### src/hdl/njs_pkg.sv
// package for the job scheduler: widths, codes and states
`timescale 1ns / 1ps
package njs_pkg;
  localparam int MaxJobsDef = 32;
  localparam int TickW = 23;
  localparam int WtW = 30;
  localparam int TsumW = 27;
  localparam int WsumW = 35;
  localparam int DivW = TickW + 8;

  localparam logic [1:0] OP_LOAD = 2'd0;
  localparam logic [1:0] OP_RUN = 2'd1;
  localparam logic [1:0] OP_CLEAR = 2'd2;

  localparam logic [1:0] POL_FCFS = 2'd0;
  localparam logic [1:0] POL_SJF = 2'd1;
  localparam logic [1:0] POL_HRRN = 2'd2;

  typedef enum logic [3:0] {
    ST_IDLE,
    ST_MIN_RD,
    ST_MIN_CHK,
    ST_SEL_RD,
    ST_SEL_CHK,
    ST_MUL,
    ST_CMP,
    ST_DISP,
    ST_DIV,
    ST_OUT
  } state_t;
endpackage

### src/hdl/nonpreemptive_job_scheduler_top.sv
// job scheduler top level: job table memory and dispatch sequencer
//
// channel | dir | handshake      | payload
// in_     | in  | valid / stall  | op, job_id, arrival_time, service_time
// out_    | out | valid / stall  | sched_job_id .. last
// cfg_    | in  | valid / ready  | policy_mode
//
// a run gives one word per job
// each dispatch walks the table twice through the single read port, once for
// the earliest arrival and once to select (with a multiply and a compare step
// per candidate for hrrn), then takes a dispatch step, a restoring divide and
// an output step
// reset is synchronous and clears the table count, policy and sequencer
// a stalled result word holds; no new item is taken during a run or while a word waits
`timescale 1ns / 1ps
module nonpreemptive_job_scheduler_top #(
  parameter int MAX_JOBS = njs_pkg::MaxJobsDef
) (
  input  logic                      clk,
  input  logic                      rst_n,
  input  logic                      in_valid,
  output logic                      in_stall,
  input  logic [1:0]                in_op,
  input  logic [7:0]                in_job_id,
  input  logic [15:0]               in_arrival_time,
  input  logic [15:0]               in_service_time,
  output logic                      out_valid,
  input  logic                      out_stall,
  output logic [7:0]                out_sched_job_id,
  output logic [njs_pkg::TickW-1:0] out_start_tick,
  output logic [njs_pkg::TickW-1:0] out_finish_tick,
  output logic [njs_pkg::TickW-1:0] out_turnaround,
  output logic [njs_pkg::WtW-1:0]   out_weighted_turnaround,
  output logic [njs_pkg::TsumW-1:0] out_turnaround_sum,
  output logic [njs_pkg::WsumW-1:0] out_weighted_sum,
  output logic                      out_last,
  input  logic                      cfg_valid,
  output logic                      cfg_ready,
  input  logic [1:0]                cfg_policy_mode
);
  localparam int IdxW = $clog2(MAX_JOBS);
  localparam int CntW = $clog2(MAX_JOBS + 1);
  localparam int TickW = njs_pkg::TickW;
  localparam int DivW = njs_pkg::DivW;
  localparam logic [TickW-1:0] TickMax = {TickW{1'b1}};

  // job table memory: id, arrival, service
  logic [39:0] mem [MAX_JOBS];
  logic [39:0] rd_q;
  logic [IdxW-1:0] rd_addr;
  logic wr_en;

  logic [1:0] policy_r;
  logic [CntW-1:0] count_r;
  logic [MAX_JOBS-1:0] done_r;
  logic [TickW-1:0] tick_r;
  njs_pkg::state_t st_r, st_nxt;
  logic [CntW-1:0] scan_r;     // scan position, may reach count
  logic [CntW-1:0] ndisp_r;    // jobs dispatched so far
  logic [16:0] earliest_r;     // bit 16 marks none found
  logic have_r;
  logic [IdxW-1:0] pick_r;
  logic [15:0] p_arr_r, p_svc_r;
  logic [7:0] p_id_r;
  logic [15:0] c_arr_r, c_svc_r;
  logic [IdxW-1:0] c_idx_r;
  logic [7:0] c_id_r;
  logic c_ok_r;
  logic [40:0] ra_r, rb_r;
  logic [DivW-1:0] quo_r;
  logic [16:0] rem_r;
  logic [5:0] dcnt_r;
  logic [TickW-1:0] ta_r;
  logic [TickW-1:0] start_r;
  logic [njs_pkg::TsumW:0] tsum_w;
  logic [njs_pkg::WsumW:0] wsum_w;

  logic in_acc;
  assign in_acc = in_valid && !in_stall;
  assign in_stall = (st_r != njs_pkg::ST_IDLE) || out_valid;
  assign cfg_ready = !in_stall;
  assign wr_en = in_acc && in_op == njs_pkg::OP_LOAD && count_r < CntW'(MAX_JOBS);
  logic [IdxW-1:0] scan_idx;
  assign scan_idx = scan_r[IdxW-1:0];
  assign rd_addr = scan_idx;

  // memory write and registered read
  always_ff @(posedge clk) begin
    if (wr_en) begin
      mem[count_r[IdxW-1:0]] <= {in_job_id, in_arrival_time,
        (in_service_time == 16'd0) ? 16'd1 : in_service_time};
    end
    rd_q <= mem[rd_addr];
  end

  // candidate fields
  logic [15:0] q_arr, q_svc;
  assign q_arr = rd_q[31:16];
  assign q_svc = rd_q[15:0];
  logic [IdxW-1:0] q_idx_r;   // index that rd_q belongs to
  logic q_done;
  assign q_done = done_r[q_idx_r];
  logic scan_end;
  assign scan_end = (scan_r == count_r);

  // tie rule for the hrrn ratio compare: earlier arrival, then lower index
  logic tie_better;
  assign tie_better = (c_arr_r != p_arr_r) ? (c_arr_r < p_arr_r) : (c_idx_r < pick_r);

  // wait plus service of candidate and current pick
  logic [TickW-1:0] c_rsp, p_rsp;
  assign c_rsp = tick_r - {7'b0, c_arr_r} + {7'b0, c_svc_r};
  assign p_rsp = tick_r - {7'b0, p_arr_r} + {7'b0, p_svc_r};

  logic [TickW-1:0] fin_w;
  logic [TickW:0] fin_sum;
  assign fin_sum = {1'b0, tick_r} + (TickW+1)'(p_svc_r);
  assign fin_w = fin_sum[TickW] ? TickMax : fin_sum[TickW-1:0];

  // divider step: restoring, one quotient bit per cycle
  logic [17:0] rem_sh;
  logic [17:0] rem_sub;
  assign rem_sh = {rem_r, quo_r[DivW-1]};
  assign rem_sub = rem_sh - {2'b0, p_svc_r};

  logic [DivW-1:0] wt_w;
  assign wt_w = quo_r;
  logic [njs_pkg::WtW-1:0] wt_sat;
  assign wt_sat = (|wt_w[DivW-1:njs_pkg::WtW]) ? {njs_pkg::WtW{1'b1}}
                                                : wt_w[njs_pkg::WtW-1:0];
  assign tsum_w = {1'b0, out_turnaround_sum} + (njs_pkg::TsumW+1)'(ta_r);
  assign wsum_w = {1'b0, out_weighted_sum} + (njs_pkg::WsumW+1)'(wt_sat);

  // next state
  always_comb begin
    st_nxt = st_r;
    unique case (st_r)
      njs_pkg::ST_IDLE:
        if (in_acc && in_op == njs_pkg::OP_RUN && count_r != '0) st_nxt = njs_pkg::ST_MIN_RD;
      njs_pkg::ST_MIN_RD: st_nxt = njs_pkg::ST_MIN_CHK;
      njs_pkg::ST_MIN_CHK: st_nxt = scan_end ? njs_pkg::ST_SEL_RD : njs_pkg::ST_MIN_RD;
      njs_pkg::ST_SEL_RD: st_nxt = scan_end ? njs_pkg::ST_DISP : njs_pkg::ST_SEL_CHK;
      njs_pkg::ST_SEL_CHK: st_nxt = (policy_r == njs_pkg::POL_HRRN) ? njs_pkg::ST_MUL
                                                               : njs_pkg::ST_SEL_RD;
      njs_pkg::ST_MUL: st_nxt = njs_pkg::ST_CMP;
      njs_pkg::ST_CMP: st_nxt = njs_pkg::ST_SEL_RD;
      njs_pkg::ST_DISP: st_nxt = njs_pkg::ST_DIV;
      njs_pkg::ST_DIV: st_nxt = (dcnt_r == 6'(DivW - 1)) ? njs_pkg::ST_OUT : njs_pkg::ST_DIV;
      njs_pkg::ST_OUT:
        if (!out_valid) begin
          st_nxt = (ndisp_r + CntW'(1) == count_r) ? njs_pkg::ST_IDLE : njs_pkg::ST_MIN_RD;
        end
      default: st_nxt = njs_pkg::ST_IDLE;
    endcase
  end

  always_ff @(posedge clk) begin
    if (!rst_n) st_r <= njs_pkg::ST_IDLE;
    else st_r <= st_nxt;
  end

  // selection of the candidate read this cycle
  logic cand_ok;
  assign cand_ok = !q_done && ({7'b0, q_arr} <= tick_r);

  // datapath and control registers
  always_ff @(posedge clk) begin
    if (!rst_n) begin
      policy_r <= njs_pkg::POL_FCFS;
      count_r <= '0;
      done_r <= '0;
      tick_r <= '0;
      out_valid <= 1'b0;
      scan_r <= '0;
      ndisp_r <= '0;
    end else begin
      if (cfg_valid && cfg_ready) policy_r <= cfg_policy_mode;
      if (out_valid && !out_stall) out_valid <= 1'b0;
      q_idx_r <= scan_idx;
      unique case (st_r)
        njs_pkg::ST_IDLE: begin
          if (wr_en) count_r <= count_r + CntW'(1);
          if (in_acc && in_op == njs_pkg::OP_CLEAR) begin
            count_r <= '0;
            done_r <= '0;
            tick_r <= '0;
          end
          if (in_acc && in_op == njs_pkg::OP_RUN) begin
            done_r <= '0;
            tick_r <= '0;
            ndisp_r <= '0;
            out_turnaround_sum <= '0;
            out_weighted_sum <= '0;
          end
          scan_r <= '0;
          earliest_r <= 17'h10000;
        end
        njs_pkg::ST_MIN_RD: scan_r <= scan_r + CntW'(1);
        njs_pkg::ST_MIN_CHK: begin
          // earliest pending arrival, then idle forward
          if (!q_done && {1'b0, q_arr} < earliest_r) earliest_r <= {1'b0, q_arr};
          if (scan_end) begin
            scan_r <= '0;
            have_r <= 1'b0;
            if (!q_done && {1'b0, q_arr} < earliest_r) begin
              if ({7'b0, q_arr} > tick_r) tick_r <= {7'b0, q_arr};
            end else if (!earliest_r[16] && {7'b0, earliest_r[15:0]} > tick_r) begin
              tick_r <= {7'b0, earliest_r[15:0]};
            end
          end
        end
        njs_pkg::ST_SEL_RD: begin
          if (!scan_end) scan_r <= scan_r + CntW'(1);
        end
        njs_pkg::ST_SEL_CHK: begin
          c_arr_r <= q_arr;
          c_svc_r <= q_svc;
          c_idx_r <= q_idx_r;
          if (policy_r != njs_pkg::POL_HRRN && cand_ok) begin
            if (!have_r ||
                ((policy_r == njs_pkg::POL_SJF && q_svc != p_svc_r) ? (q_svc < p_svc_r) :
                 ((q_arr != p_arr_r) ? (q_arr < p_arr_r) : (q_idx_r < pick_r)))) begin
              have_r <= 1'b1;
              pick_r <= q_idx_r;
              p_arr_r <= q_arr;
              p_svc_r <= q_svc;
              p_id_r <= rd_q[39:32];
            end
          end
          if (policy_r == njs_pkg::POL_HRRN && cand_ok && !have_r) begin
            have_r <= 1'b1;
            pick_r <= q_idx_r;
            p_arr_r <= q_arr;
            p_svc_r <= q_svc;
            p_id_r <= rd_q[39:32];
          end
          c_id_r <= rd_q[39:32];
          c_ok_r <= cand_ok && have_r;
        end
        njs_pkg::ST_MUL: begin
          // cross products of wait+service against the other service
          ra_r <= {18'b0, c_rsp} * {25'b0, p_svc_r};
          rb_r <= {18'b0, p_rsp} * {25'b0, c_svc_r};
        end
        njs_pkg::ST_CMP: begin
          if (c_ok_r && ((ra_r != rb_r) ? (ra_r > rb_r) : tie_better)) begin
            pick_r <= c_idx_r;
            p_arr_r <= c_arr_r;
            p_svc_r <= c_svc_r;
            p_id_r <= c_id_r;
          end
        end
        njs_pkg::ST_DISP: begin
          done_r[pick_r] <= 1'b1;
          start_r <= tick_r;
          tick_r <= fin_w;
          ta_r <= fin_w - {7'b0, p_arr_r};
          quo_r <= {fin_w - {7'b0, p_arr_r}, 8'b0};
          rem_r <= '0;
          dcnt_r <= '0;
        end
        njs_pkg::ST_DIV: begin
          dcnt_r <= dcnt_r + 6'd1;
          if (!rem_sub[17]) begin
            rem_r <= rem_sub[16:0];
            quo_r <= {quo_r[DivW-2:0], 1'b1};
          end else begin
            rem_r <= rem_sh[16:0];
            quo_r <= {quo_r[DivW-2:0], 1'b0};
          end
        end
        njs_pkg::ST_OUT: begin
          if (!out_valid) begin
            out_valid <= 1'b1;
            out_sched_job_id <= p_id_r;
            out_start_tick <= start_r;
            out_finish_tick <= tick_r;
            out_turnaround <= ta_r;
            out_weighted_turnaround <= wt_sat;
            out_turnaround_sum <= tsum_w[njs_pkg::TsumW] ? {njs_pkg::TsumW{1'b1}}
                                                         : tsum_w[njs_pkg::TsumW-1:0];
            out_weighted_sum <= wsum_w[njs_pkg::WsumW] ? {njs_pkg::WsumW{1'b1}}
                                                       : wsum_w[njs_pkg::WsumW-1:0];
            out_last <= (ndisp_r + CntW'(1) == count_r);
            ndisp_r <= ndisp_r + CntW'(1);
            scan_r <= '0;
            earliest_r <= 17'h10000;
          end
        end
        default: ;
      endcase
    end
  end
endmodule

### config.mk
export PLATFORM = sky130hd
export DESIGN_NAME = nonpreemptive_job_scheduler_top
export DESIGN_NICKNAME = d
export VERILOG_FILES = /design/src/hdl/njs_pkg.sv /design/src/hdl/nonpreemptive_job_scheduler_top.sv
export SDC_FILE = /design/constraint.sdc
export NUM_CORES = 2
export LEC_CHECK = 0
export BUFFER_PORTS_ARGS = -buffer_cell sky130_fd_sc_hd__buf_4
export CAP_MARGIN = 20
export CELL_PAD_IN_SITES_DETAIL_PLACEMENT = 0
export CELL_PAD_IN_SITES_GLOBAL_PLACEMENT = 2
export CORE_ASPECT_RATIO = 1.1
export CORE_MARGIN = 2
export CORE_UTILIZATION = 30
export CTS_CLUSTER_DIAMETER = 30
export DETAILED_ROUTE_END_ITERATION = 8
export HOLD_SLACK_MARGIN = 0.05
export PLACE_DENSITY = 0.66
export RECOVER_POWER = 100
export SYNTH_ARGS = -nofsm -noshare
export SYNTH_HDL_FRONTEND = slang
export SYNTH_SLANG_ARGS = --single-unit
### constraint.sdc
create_clock -name clk -period 13.9 [get_ports clk]
set_input_delay 2.085 -clock clk [delete_from_list [all_inputs] [get_ports clk]]
set_output_delay 2.085 -clock clk [all_outputs]
set_load 0.005 [all_outputs]
# Word level (Yosys, flattened, before mapping)
# Memory sizes are Yosys's and may differ from the RTL's. A register that Yosys moved wholly into a read port is not among the register bits.
# Index checks and enable logic that the tools add are counted.
[word_totals]
word_cells = 238
n_memories = 1
romBits = 0
latch_bits = 0
mem_bits_rw = 1280
regBits = 542
inputBits = 49
[mem_list]
columns = ["name", "depth", "word_bits", "rd", "rd_clocked_by_memory_dff", "wr", "line_no", "text"]
rows = [
  ["mem", 32, 40, 1, 1, 1, "nonpreemptive_job_scheduler_top.sv:48", "logic [39:0] mem [MAX_JOBS];"],
]
[op_classes]
bitwise_logic = 2
eq_ne = 33
magnitude_cmp = 14
n_reduce_logical = 54
n_mux = 84
mul = 2
shifts = 0
n_div = 0
add_sub_neg = 13
[ops]
columns = ["cell", "count"]
rows = [
  ["two-way mux 23 bit", 7],
  ["two-way mux 16 bit", 9],
  ["two-way mux 35 bit", 3],
  ["two-way mux 27 bit", 3],
  ["multiplier 23 x 16 -> 39 bit", 2],
  ["case mux 35 bit (2 select lines)", 1],
  ["case mux 23 bit (3 select lines)", 1],
  ["subtractor 23 x 16 -> 23 bit", 3],
  ["two-way mux 32 bit", 2],
  ["case mux 16 bit (2 select lines)", 2],
  ["case mux 32 bit (2 select lines)", 1],
  ["case mux 31 bit (2 select lines)", 1],
  ["case mux 27 bit (2 select lines)", 1],
  ["two-way mux 17 bit", 3],
  ["case mux 17 bit (3 select lines)", 1],
  ["less-than comparator 16 bit", 3],
  ["inequality test 16 bit", 3],
  ["adder 23 x 16 -> 23 bit", 2],
  ["greater-than comparator 16 x 23 -> 1 bit", 2],
  ["two-way mux 6 bit", 7],
  ["case mux 4 bit (10 select lines)", 1],
  ["greater-than comparator 39 bit", 1],
  ["inequality test 39 bit", 1],
  ["adder 35 x 30 -> 36 bit", 1],
  ["52 further kinds", 141],
]

# Longest topological paths before layout
[depth]
word_depth = 8
ltp_mapped = 37

# Worst setup path after synthesis
# No wires, ideal clock.
[synth_timing]
path_type = "register to register"
start = "register p_svc_r[1]"
end = "register rb_r[38], data pin"
required_ns = 13.640
setup_slack_ns = 4.807
stages_incl_launch_ff = 35
arrival_time_ns = 8.833
setup_time_ns = 0.260
period_less_slack_ns = 9.093
n_path_buf = 2
path_cell_list = "edfxtp_1 clkbuf_1 inv_1 fa_1 inv_1 fa_1 a21o_1 a21oi_1 o21bai_1 a2111o_1 a311oi_1 o211ai_1 a31oi_1 xnor2_1 clkbuf_1 nand2_1 fa_1 fa_1 fa_1 inv_1 fa_1 inv_1 fa_1 fa_1 inv_1 ha_1 a21oi_1 inv_1 a211o_1 a21o_1 nor2_1 o211ai_1 a31oi_1 a31oi_1 xnor2_1"
[synth_via]
elab_chain_len = 2
[synth_rtl]
columns = ["item", "line_no", "text"]
rows = [
  ["start: declaration", "nonpreemptive_job_scheduler_top.sv:63", "logic [15:0] p_arr_r, p_svc_r;"],
  ["start signal: assignment", "nonpreemptive_job_scheduler_top.sv:226", "p_svc_r <= q_svc;"],
  ["start signal: assignment", "nonpreemptive_job_scheduler_top.sv:234", "p_svc_r <= q_svc;"],
  ["start signal: assignment", "nonpreemptive_job_scheduler_top.sv:249", "p_svc_r <= c_svc_r;"],
  ["adder 23 x 16 -> 23 bit", "nonpreemptive_job_scheduler_top.sv:113", "assign p_rsp = tick_r - {7'b0, p_arr_r} + {7'b0, p_svc_r};"],
  ["multiplier 23 x 16 -> 39 bit", "nonpreemptive_job_scheduler_top.sv:243", "rb_r <= {18'b0, p_rsp} * {25'b0, c_svc_r};"],
  ["end signal: assignment", "nonpreemptive_job_scheduler_top.sv:243", ""],
  ["end: declaration", "nonpreemptive_job_scheduler_top.sv:69", "logic [40:0] ra_r, rb_r;"],
]
# Every way passes these cells.
# A chain may end at the register's enable or synchronous reset.

# Worst setup path after layout
[layout_timing]
start = "register p_svc_r[1]"
end = "register rb_r[33], data pin"
# The elaborated chain is that of the path after synthesis.

==> metrics.md <==
| Metric | Value |
|---|---|
| Outcome | `finished with violations` |
| Failing checks | `capacitance limit, slew limit` |
| H-tree Lvls | `5` |
| Worst Hold Launch | `start_r[10]` |
| Slew of the pin with the lowest slew margin | `4640 ps` |
| Slew Limit Fails | `~2,600` |
| FMAX | `87.3 MHz` |
| Height of the die | `623 µm` |
| Vias in the first global route | `67,211` |
| Unique masters post-synth | `90` |
| Layout area overhead | `18.7%` |
| Total Routing Usage GR | `roughly 18%` |
| Root Driver | `clkbuf_16` |
| EDFF count, synth | `1,742` |
| I/O Pins | `222` |
| Fin area | `0.124 mm²` |
| DPL Wire Length | `~210 mm` |
| TritonCTS clock tree | `yes` |
| Post-Syn Area | `0.104 mm²` |
| CP max FO | `26` |
| Relative slew slack | `-210%` |
| Critical path's slowest cell | `clkbuf_1` |
| Post-CTS Resized | `0` |
| Sequential fraction of the synthesis area | `52.4%` |
| Dpl cells | `12,128` |
| Die width | `566 µm` |
| Pre-antenna DRT Iters | `5` |
| Initial antenna violation count | `32` |
| Ys async rst share | `0%` |
| Area post-placement | `about 0.11 mm²` |
| Sink Count | `~1,900` |
| Period Utilization, post-route | `~80%` |
| Cell Rows | `approximately 230` |
| Fill count | `between 30,000 and 40,000` |
| Core area | `approximately 0.35 mm²` |
| Drt drc | `0` |
| Synth Net Count | `8,654` |
| CP Capture Type | `flip-flop` |
| Initial DRC Count | `5,018` |
| ANT nets after route | `0` |
| FF-to-FF Start | `p_svc_r[1]` |
| Syn. warnings | `0` |
| Drt via density | `4.97` |
| Synthesized flop and latch total | `1,862` |
| Syn Inst Count | `7,458` |
| TNS Setup | `0 ps` |
| Req. time, crit path | `14,510 ps` |
| Finished Layout Cells | `12,823` |
| Longest Clk Path Bufs | `4` |
| Initial core utilization | `30.1%` |
| Layout cells sized above 1 | `16.3%` |
| Final nets | `9,121` |
| Startpoint Class | `flip-flop` |
| RD Place Congestion | `0.858` |
| Max incr delay on CP | `1260 ps` |
| RSZ-0062 raised after global routing | `no` |
| Worst Setup Path Type | `flip-flop to flip-flop` |
| Largest net degree at the start of global routing | `around 90` |
| Primary FF master, synth | `edfxtp_1` |
| Worst-path clk slew | `50 ps` |
| Skew-Pair Late Insertion Delay | `890 ps` |
| Final Core Density | `35.7%` |
| Most used cell, CP | `fa_1` |
| Worst clock skew | `118 ps` |
| Routed wire length | `312 mm` |
| Critical path launch point | `p_svc_r[1]` |
| Worst Path Arrival | `12,060 ps` |
| Final hold vios | `0` |
| Die Area | `0.353 mm²` |
| Max_cap viols | `90` |
| First-pass GRT wire length | `around 460 mm` |
| I/O Buffers | `approximately 220` |
| Per-cell routed wire length | `roughly 24 µm` |
| Post-CTS Setup Bufs | `0` |
| Min cycle time layout | `11,450 ps` |
| HP Class | `flip-flop to flip-flop` |
| Mean Syn Cell Area | `14.0 µm²` |
| Via count | `roughly 64,000` |
| Grt total ovfl | `0` |
| Hold-fix buffers at CTS | `0` |
| Final setup vio count | `0` |
| Cts bufs inserted | `373` |
-- logic make-up (layout without fill, tap and decap cells) --
| group | Yosys count | count (layout) | synth area share, % |
|---|---|---|---|
| fa+ha+maj | 1147 | 1147 | 18.2 |
| simple gates | 1596 | 1596 | 7.42 |
| xor+xnor | 226 | 226 | 1.90 |
| buf+inv | 1194 | 1963 | 4.31 |
| other cells | 0 | 16 | 0 |
| flops | 1862 | 1862 | 52.4 |
| compound gates | 903 | 903 | 5.64 |
| mux | 530 | 530 | 10.1 |
-- layer usage --
metal | GRT usage, % | wire (µm)
met4 | 4.77 | 7900
met5 | 0 | 103
met1 | 23.2 | 136000
met3 | 2.62 | 15300
met2 | 29.7 | 153000
-- final cells by class --
| cell class | count | area [µm²] | area share [%] |
|---|---|---|---|
| Clock buffer | 431 | 9710 | 7.84 |
| Multi-Input combinational cell | 4402 | 45300 | 36.6 |
| Clock inverter | 246 | 2760 | 2.22 |
| Inverter | 901 | 3380 | 2.73 |
| Sequential cell | 1862 | 54700 | 44.2 |
| Antenna cell | 16 | 40.0 | 0.0323 |
| Timing Repair Buffer | 385 | 2260 | 1.82 |
| Tap cell | 4580 | 5730 | 4.63 |
-- critical path, delay by kind of cell (launching register included) --
| kind | cells | cell delay [ps] |
|---|---|---|
| adder cells (fa/ha/maj) | 9 | 4440 |
| XOR/XNOR | 1 | 160 |
| AO/OA/AOI/OAI | 10 | 3050 |
| AND/OR/NAND/NOR | 5 | 950 |
| flip-flops | 1 | 320 |
| buffers and inverters | 7 | 2280 |
-- Yosys cell counts, types with 14 or more instances --
library cell  count  area [µm²]
o21bai_1         34         255
a21o_1          108         811
a211oi_1         42         315
and3_1           53         332
mux4_2          410        9230
buf_1            28         105
a31oi_1          46         288
a211o_1          14         123
a21oi_1         305        1530
nor3_1           66         330
or3_1            14        87.6
nand2b_1         31         194
o21ai_1          39         195
nand4_1          31         194
ha_1            526        6580
xnor2_1         150        1310
mux2i_1          27         270
edfxtp_1       1742       52300
o21a_1           42         315
fa_1            621       12400
o21ai_0          99         495
clkbuf_1        260         976
nand3_1          83         415
mux2_2           93        1050
and2_1          321        2010
or2_2            37         231
nor2_1          279        1050
nor2b_1          34         213
o211ai_1         26         195
nor4_1           23         144
xor2_1           76         666
dfxtp_1         120        2400
o211a_1          15         150
nand2_1         574        2150
inv_1           895        3360
-- metrics by stage --
step | hold WS [ps] | worst slack [ps]
after detailed placement | 405 | 3820
after CTS | 386 | 3790
after global placement | 402 | 3880
final | 376 | 2450
after global routing | 389 | 1750
after floorplan | 400 | 4810
-- flip-flops by register name, summed over array words and instances, names as in the netlist, 17 cells and up --
name and cells:
out_turnaround_sum 27, rd_q 40, rb_r 39, done_r 32
out_start_tick 23, quo_r 31, out_finish_tick 23, tick_r 23
ra_r 39, out_weighted_turnaround 30, mem 1280, ta_r 23
rem_r 17, earliest_r 17, out_turnaround 23, start_r 23
out_weighted_sum 35
-- placed cells by master, fill, tap and decap left out, types with 42 or more instances in the layout --
cell type	n
nand3_1	82
mux4_2	410
and2_1	307
nand2_1	574
fa_1	621
nor3_1	65
clkinvlp_4	43
clkbuf_4	118
nor2_1	268
clkbuf_16	377
o21ai_0	112
mux2_2	58
buf_4	93
a31oi_1	46
and3_1	53
a21oi_1	306
o21a_1	42
xnor2_1	150
clkbuf_1	218
edfxtp_1	1742
xor2_1	74
inv_1	894
a21o_1	108
ha_1	526
clkinv_1	48
clkinv_2	52
dfxtp_1	118
-- path summary, 6_finish.rpt --
path	depth (start not counted)	to	slack (ps)
setup / recovery	32	rb_r[33]	2450
hold / removal	0	out_start_tick[10]	380
setup reg to reg	32	rb_r[33]	2450
hold reg to reg	0	out_start_tick[10]	380
Power is not shown: default switching activity piles up to over one toggle a cycle in this logic, so the estimate is an artifact.
